File: config.mk
export PLATFORM = sky130hd
export DESIGN_NAME = ppe_ctrl
export DESIGN_NICKNAME = d
export VERILOG_FILES = /design/src/hdl/ppe_pkg.sv /design/src/hdl/ppe_ctrl.sv
export SDC_FILE = /design/constraint.sdc
export NUM_CORES = 1
export LEC_CHECK = 0
export BUFFER_PORTS_ARGS = -buffer_cell sky130_fd_sc_hd__buf_2
export CORE_ASPECT_RATIO = 1.75
export CORE_MARGIN = 5
export CORE_UTILIZATION = 35
export DETAILED_ROUTE_END_ITERATION = 10
export PLACE_DENSITY = 0.53
export SETUP_SLACK_MARGIN = 0.2
export SYNTH_ARGS = -nofsm -noshare
export SYNTH_HDL_FRONTEND = slang
export SYNTH_SLANG_ARGS = --single-unit
export TNS_END_PERCENT = 1
File: constraint.sdc
create_clock -name i_clk -period 1.65 [get_ports i_clk]
set_clock_uncertainty 0.1 [all_clocks]
set_input_delay 0.0825 -clock i_clk [delete_from_list [all_inputs] [get_ports i_clk]]
set_output_delay 0.0825 -clock i_clk [all_outputs]
set_load 0.05 [all_outputs]
File: src/hdl/ppe_pkg.sv
package ppe_pkg;

    localparam int POOL_SLOTS_DEF = 1024;
    localparam int SINE_STEPS_DEF = 1024;

    localparam int OUT_W = 176;
    localparam int IN_W  = 16;

    localparam logic [31:0] LFSR_SEED = 32'h1D87_2B41;
    localparam logic [31:0] LFSR_TAPS = 32'h8020_0003;

    // register indexes
    localparam logic [2:0] REG_EMIT_ANGLES  = 3'd0;
    localparam logic [2:0] REG_EMIT_SPEED   = 3'd1;
    localparam logic [2:0] REG_START_COLOR  = 3'd2;
    localparam logic [2:0] REG_START_SPREAD = 3'd3;
    localparam logic [2:0] REG_END_COLOR    = 3'd4;
    localparam logic [2:0] REG_END_SPREAD   = 3'd5;
    localparam logic [2:0] REG_FORCE        = 3'd6;
    localparam logic [2:0] REG_LIFE_LIMITS  = 3'd7;

    localparam logic [31:0] EMIT_SPEED_RST  = 32'd256;
    localparam logic [47:0] LIFE_LIMITS_RST = 48'h0400_0000_003C;

    // result status codes
    localparam logic [1:0] STAT_SPAWNED = 2'd0;
    localparam logic [1:0] STAT_UPDATED = 2'd1;
    localparam logic [1:0] STAT_FREED   = 2'd2;
    localparam logic [1:0] STAT_REJECT  = 2'd3;

    // datapath operations
    localparam logic [3:0] OP_NONE     = 4'd0;
    localparam logic [3:0] OP_LATCH    = 4'd1;
    localparam logic [3:0] OP_SP_CHK   = 4'd2;
    localparam logic [3:0] OP_UPD      = 4'd3;
    localparam logic [3:0] OP_POP      = 4'd4;
    localparam logic [3:0] OP_DRAW     = 4'd5;
    localparam logic [3:0] OP_SIN      = 4'd6;
    localparam logic [3:0] OP_MUL      = 4'd7;
    localparam logic [3:0] OP_DIV_GO   = 4'd8;
    localparam logic [3:0] OP_DIV_WAIT = 4'd9;
    localparam logic [3:0] OP_WR       = 4'd10;
    localparam logic [3:0] OP_LOAD     = 4'd11;

    typedef struct packed {
        logic [3:0] op;
        logic [3:0] idx;
    } t_cmd;

    typedef struct packed {
        logic spawn;
        logic reject;
        logic div_done;
        logic out_free;
    } t_sts;

    // sine of a binary angle, signed q1.14, quarter-wave plus odd series in q30
    function automatic logic signed [15:0] sine_q(input int unsigned q);
        longint unsigned w;
        longint unsigned x;
        longint unsigned x2;
        longint unsigned t;
        longint unsigned s;
        longint unsigned one;
        int unsigned quad;
        int r;
        quad = (q >> 14) & 3;
        w    = longint'(q & 32'h3FFF);
        if ((quad & 1) != 0) w = 64'd16384 - w;
        one = 64'd1 << 30;
        x   = (w * 64'd1686629713) >> 14;
        x2  = (x * x) >> 30;
        t   = one - x2 / 72;
        t   = one - ((x2 * t) >> 30) / 42;
        t   = one - ((x2 * t) >> 30) / 20;
        t   = one - ((x2 * t) >> 30) / 6;
        s   = (x * t) >> 30;
        r   = int'((s + 64'd32768) >> 16);
        return ((quad & 2) != 0) ? 16'(-r) : 16'(r);
    endfunction

endpackage

File: src/hdl/ppe_ctrl.sv
module ppe_ctrl
    import ppe_pkg::*;
(
    input  logic i_clk,
    input  logic i_rst_n,
    input  logic i_in_valid,
    output logic o_in_ready,
    input  t_sts i_sts,
    output t_cmd o_cmd
);

    localparam logic [3:0] ST_IDLE   = 4'd0;
    localparam logic [3:0] ST_DECODE = 4'd1;
    localparam logic [3:0] ST_UPD    = 4'd2;
    localparam logic [3:0] ST_POP    = 4'd3;
    localparam logic [3:0] ST_DRAW   = 4'd4;
    localparam logic [3:0] ST_SIN    = 4'd5;
    localparam logic [3:0] ST_MUL    = 4'd6;
    localparam logic [3:0] ST_DGO    = 4'd7;
    localparam logic [3:0] ST_DWAIT  = 4'd8;
    localparam logic [3:0] ST_WR     = 4'd9;
    localparam logic [3:0] ST_OUT    = 4'd10;

    localparam logic [3:0] LAST_DRAW = 4'd9;
    localparam logic [3:0] LAST_SIN  = 4'd4;
    localparam logic [3:0] LAST_MUL  = 4'd4;
    localparam logic [3:0] LAST_DIV  = 4'd2;

    logic [3:0] r_state, n_state;
    logic [3:0] r_idx, n_idx;

    always_comb begin
        n_state    = r_state;
        n_idx      = r_idx;
        o_cmd.op   = OP_NONE;
        o_cmd.idx  = r_idx;
        o_in_ready = 1'b0;
        case (r_state)
            ST_IDLE: begin
                o_in_ready = 1'b1;
                if (i_in_valid) begin
                    o_cmd.op = OP_LATCH;
                    n_state  = ST_DECODE;
                end
            end
            ST_DECODE: begin
                if (i_sts.spawn) begin
                    o_cmd.op = OP_SP_CHK;
                    n_state  = i_sts.reject ? ST_OUT : ST_POP;
                end else begin
                    n_state = ST_UPD;
                end
            end
            ST_UPD: begin
                o_cmd.op = OP_UPD;
                n_state  = ST_OUT;
            end
            ST_POP: begin
                o_cmd.op = OP_POP;
                n_idx    = '0;
                n_state  = ST_DRAW;
            end
            ST_DRAW: begin
                o_cmd.op = OP_DRAW;
                if (r_idx == LAST_DRAW) begin
                    n_idx   = '0;
                    n_state = ST_SIN;
                end else begin
                    n_idx = r_idx + 4'd1;
                end
            end
            ST_SIN: begin
                o_cmd.op = OP_SIN;
                if (r_idx == LAST_SIN) begin
                    n_idx   = '0;
                    n_state = ST_MUL;
                end else begin
                    n_idx = r_idx + 4'd1;
                end
            end
            ST_MUL: begin
                o_cmd.op = OP_MUL;
                if (r_idx == LAST_MUL) begin
                    n_idx   = '0;
                    n_state = ST_DGO;
                end else begin
                    n_idx = r_idx + 4'd1;
                end
            end
            ST_DGO: begin
                o_cmd.op = OP_DIV_GO;
                n_state  = ST_DWAIT;
            end
            ST_DWAIT: begin
                o_cmd.op = OP_DIV_WAIT;
                if (i_sts.div_done) begin
                    if (r_idx == LAST_DIV) begin
                        n_state = ST_WR;
                    end else begin
                        n_idx   = r_idx + 4'd1;
                        n_state = ST_DGO;
                    end
                end
            end
            ST_WR: begin
                o_cmd.op = OP_WR;
                n_state  = ST_OUT;
            end
            ST_OUT: begin
                if (i_sts.out_free) begin
                    o_cmd.op = OP_LOAD;
                    n_state  = ST_IDLE;
                end
            end
            default: begin
                n_state = ST_IDLE;
            end
        endcase
    end

    always_ff @(posedge i_clk) begin
        if (!i_rst_n) begin
            r_state <= ST_IDLE;
            r_idx   <= '0;
        end else begin
            r_state <= n_state;
            r_idx   <= n_idx;
        end
    end

endmodule

==> flow_metrics.py <==
metrics = {
    "setup_path": {
        "reg2reg_slack_ns": 0.08,
        "start_kind": "flop",
        "crit_required_ns": 1.67,
        "worst_r2r_path_depth": 6,
        "worstSetupPathType": "reg -> reg",
        "critPathArrivalTime_ns": 1.59,
        "end_kind": "flop",
        "r2r-start": "r_idx[0]$_SDFFE_PN0P_",
        "critPathMaxFanout": 4,
        "regToRegEndpoint": "r_idx[0]$_SDFFE_PN0P_",
    },
    "die": {
        "fp.dieH_um": 73.3,
        "initial_utilization": 0.357,
        "io-pin-count": 16,
        "rows": 23,
        "die_area_um2": 3390,
        "fp.dieW_um": 46.2,
        "core-area_um2": 2240,
    },
    "sta": {
        "drv_slew": 0,
        "rsz0062_at_grt": "yes",
        "finalSetupTns_ns": 0,
        "setup_violations": 0,
        "period_minus_slack_ns": 1.57,
        "tightest_slew_ns": 0.314,
        "hold_violations": 0,
        "fin_crit_sh": 0.951,
        "max_freq_mhz": 637,
        "max_slew_margin": 0.785,
    },
    "detailed_routing": {
        "viasPerCell": 5.58,
        "antenna_left": 0,
        "first_iter_violations": 17,
        "dr.pass1.iters": 4,
        "wl_per_cell_um": 15.4,
        "via_count": 853,
        "drc": 0,
        "drt_wl_total_um": 2350,
    },
    "layout": {
        "mostFrequentLayoutCell": "buf_4",
        "drive_above_1_share": 0.508,
        "nNetsFinal": 141,
        "final_cell_mix": "buf_4 (17), buf_2 (10), nor2_1 (7)",
        "area_growth_syn_to_layout_pct": 43.2,
        "num-fill-cells": 231,
        "antennaDiodeCount": 0,
        "utilization": 0.512,
    },
    "worst_hold_path": {
        "holdPathEnd": "r_state[3]$_SDFFE_PN0P_",
        "worstHoldPathType": "in -> reg",
        "min_delay_path_depth": 2,
        "hold_start": "i_rst_n",
    },
    "cts": {
        "insertion_delay_ns": 0.23,
        "cts_buffers": 3,
        "cts_tree": "done",
        "cts_sinks": 8,
        "ctsHoldBuffers": 0,
        "cts.htree.levels": 1,
        "root_buffer": "clkbuf_8",
        "cts.clk_slew.worst_paths_ns": 0.04,
        "clockBufferDepth": 2,
    },
    "grt": {
        "grt_pass1_vias": 887,
        "grt_start_max_net_pins": 14,
        "overflow": 0,
        "antenna_found_initial": 0,
        "grt_usage": 0.156,
        "grt_pass1_wl_um": 3890,
    },
    "power_and_ir_drop": {
        "comb_power_share": 0.682,
        "peakVddDrop_uv": 879,
        "p_leak_nw": 0.476,
        "sw_frac_of_total": 0.503,
        "pwr-share-seq": 0.195,
        "intPower_w": 0.000945,
        "p_per_area_nw_per_um2": 1650,
        "clockPowerShare": 0.123,
        "power_switching_w": 0.000955,
    },
    "place": {
        "routabilityCongestion": 0.822,
        "dp_hpwl_um": 1820,
        "portBuffers": 15,
    },
    "job": {
        "max_cap_viol_count": 0,
    },
    "synth": {
        "synth_edf_count": 0,
        "syn_inst": 101,
        "syn_avg_cell_area_um2": 7.94,
        "synth_seq_area_share": 0.200,
        "synth_cell_types": 43,
        "syn_area_um2": 802,
        "synth-async-reset-ratio": 0,
        "synthesis.nets": 112,
        "yosysWarnings": 0,
        "ys.flop_type": "dfxtp_1",
        "synth-seq-cells": 8,
    },
    "status": {
        "status": "finished clean",
    },
}
[kinds of logic (layout without fill, tap and decap cells)]
group / Yosys count / in the layout / synth area share
and+or+nand+nor: 41 / 41 / 0.306
xor gates and xnor gates: 1 / 1 / 0.0109
buffers and inverters: 14 / 41 / 0.101
muxes: 1 / 1 / 0.0125
AOI/OAI and AO/OA: 32 / 32 / 0.307
adders and majority gates: 4 / 4 / 0.0624
DFF: 8 / 8 / 0.200
[through the flow]
step           setup slack (ns)  area (um2)  instances  power, W  hold WS (ns)
6_report                 0.0805        1150        153   0.00190        0.0141
3_3_place_gp             0.0351         987        145   0.00147         0.257
5_1_grt                  0.0391        1150        153   0.00203        0.0233
4_1_cts                   0.104        1120        153   0.00186        0.0157
2_1_floorplan             0.114         853        101   0.00120         0.100
3_5_place_dp             0.0459         987        145   0.00147         0.259
[cell usage after synthesis, types with 3 or more instances]
library cell,n,share of area
a21oi_1,8,0.050
dfxtp_1,8,0.20
nor2_1,8,0.037
inv_1,6,0.028
nand3_1,5,0.031
ha_1,4,0.062
nand2_1,4,0.019
nor2b_1,4,0.031
a21o_1,3,0.028
buf_4,3,0.028
nand4_1,3,0.023
o211ai_1,3,0.028
o21ai_1,3,0.019
[area by class of cell]
cell class	count	area [um2]	share of cell area
Multi-Input combinational cell	79	649	0.565
Inverter	7	31.3	0.0272
Timing Repair Buffer	31	215	0.187
Sequential cell	8	180	0.157
Tap cell	25	31.3	0.0272
Clock buffer	3	41.3	0.0359
[layer usage]
metal	vias up	share of wire	global-route usage
met4	0	0.016	0.0475
met1	400	0.36	0.151
met2	19	0.60	0.307
met5	-	0	0
met3	5	0.033	0.0294
li1	429	-	-
[worst max-delay path, stage by stage (launching register included)]
cell and delay [ns]:
dfxtp_4 0.36, inv_4 0.08, ha_4 0.14, or3b_4 0.40, and4_4 0.18, o21ai_2 0.13
a21oi_2 0.07
[power groups by stage]
| stage | Sequential, W | Clock, W | Combinational [W] |
|---|---|---|---|
| 2_1_floorplan | 0.000335 | 0 | 0.000867 |
| 3_3_place_gp | 0.000371 | 0 | 0.00110 |
| 3_5_place_dp | 0.000367 | 0 | 0.00111 |
| 4_1_cts | 0.000372 | 0.000241 | 0.00124 |
| 5_1_grt | 0.000383 | 0.000248 | 0.00140 |
| 6_report | 0.000371 | 0.000234 | 0.00130 |
[how the worst max path moves through the flow]
stage                            startpoint                      end  cells past startpoint
global route          r_idx[0]$_SDFFE_PN0P_    r_idx[0]$_SDFFE_PN0P_                      6
finish                r_idx[0]$_SDFFE_PN0P_    r_idx[0]$_SDFFE_PN0P_                      6
floorplan             r_idx[0]$_SDFFE_PN0P_    r_idx[0]$_SDFFE_PN0P_                      6
detailed placement    r_idx[0]$_SDFFE_PN0P_    r_idx[0]$_SDFFE_PN0P_                      6
global placement    r_state[1]$_SDFFE_PN0P_  r_state[3]$_SDFFE_PN0P_                      5
CTS                   r_idx[0]$_SDFFE_PN0P_    r_idx[0]$_SDFFE_PN0P_                      6
[timing repair]
action,in CTS,in global routing
cloned,0,0
pin swaps,8,5
resized for setup,17,9
endpoints found under the setup margin,13,12
setup buffers,5,0
[sequential cells by signal, indices dropped and copies added, names as in the netlist]
name     flops
r_state      4
r_idx        4
No activity file was read; power rests on OpenSTA's default activity.
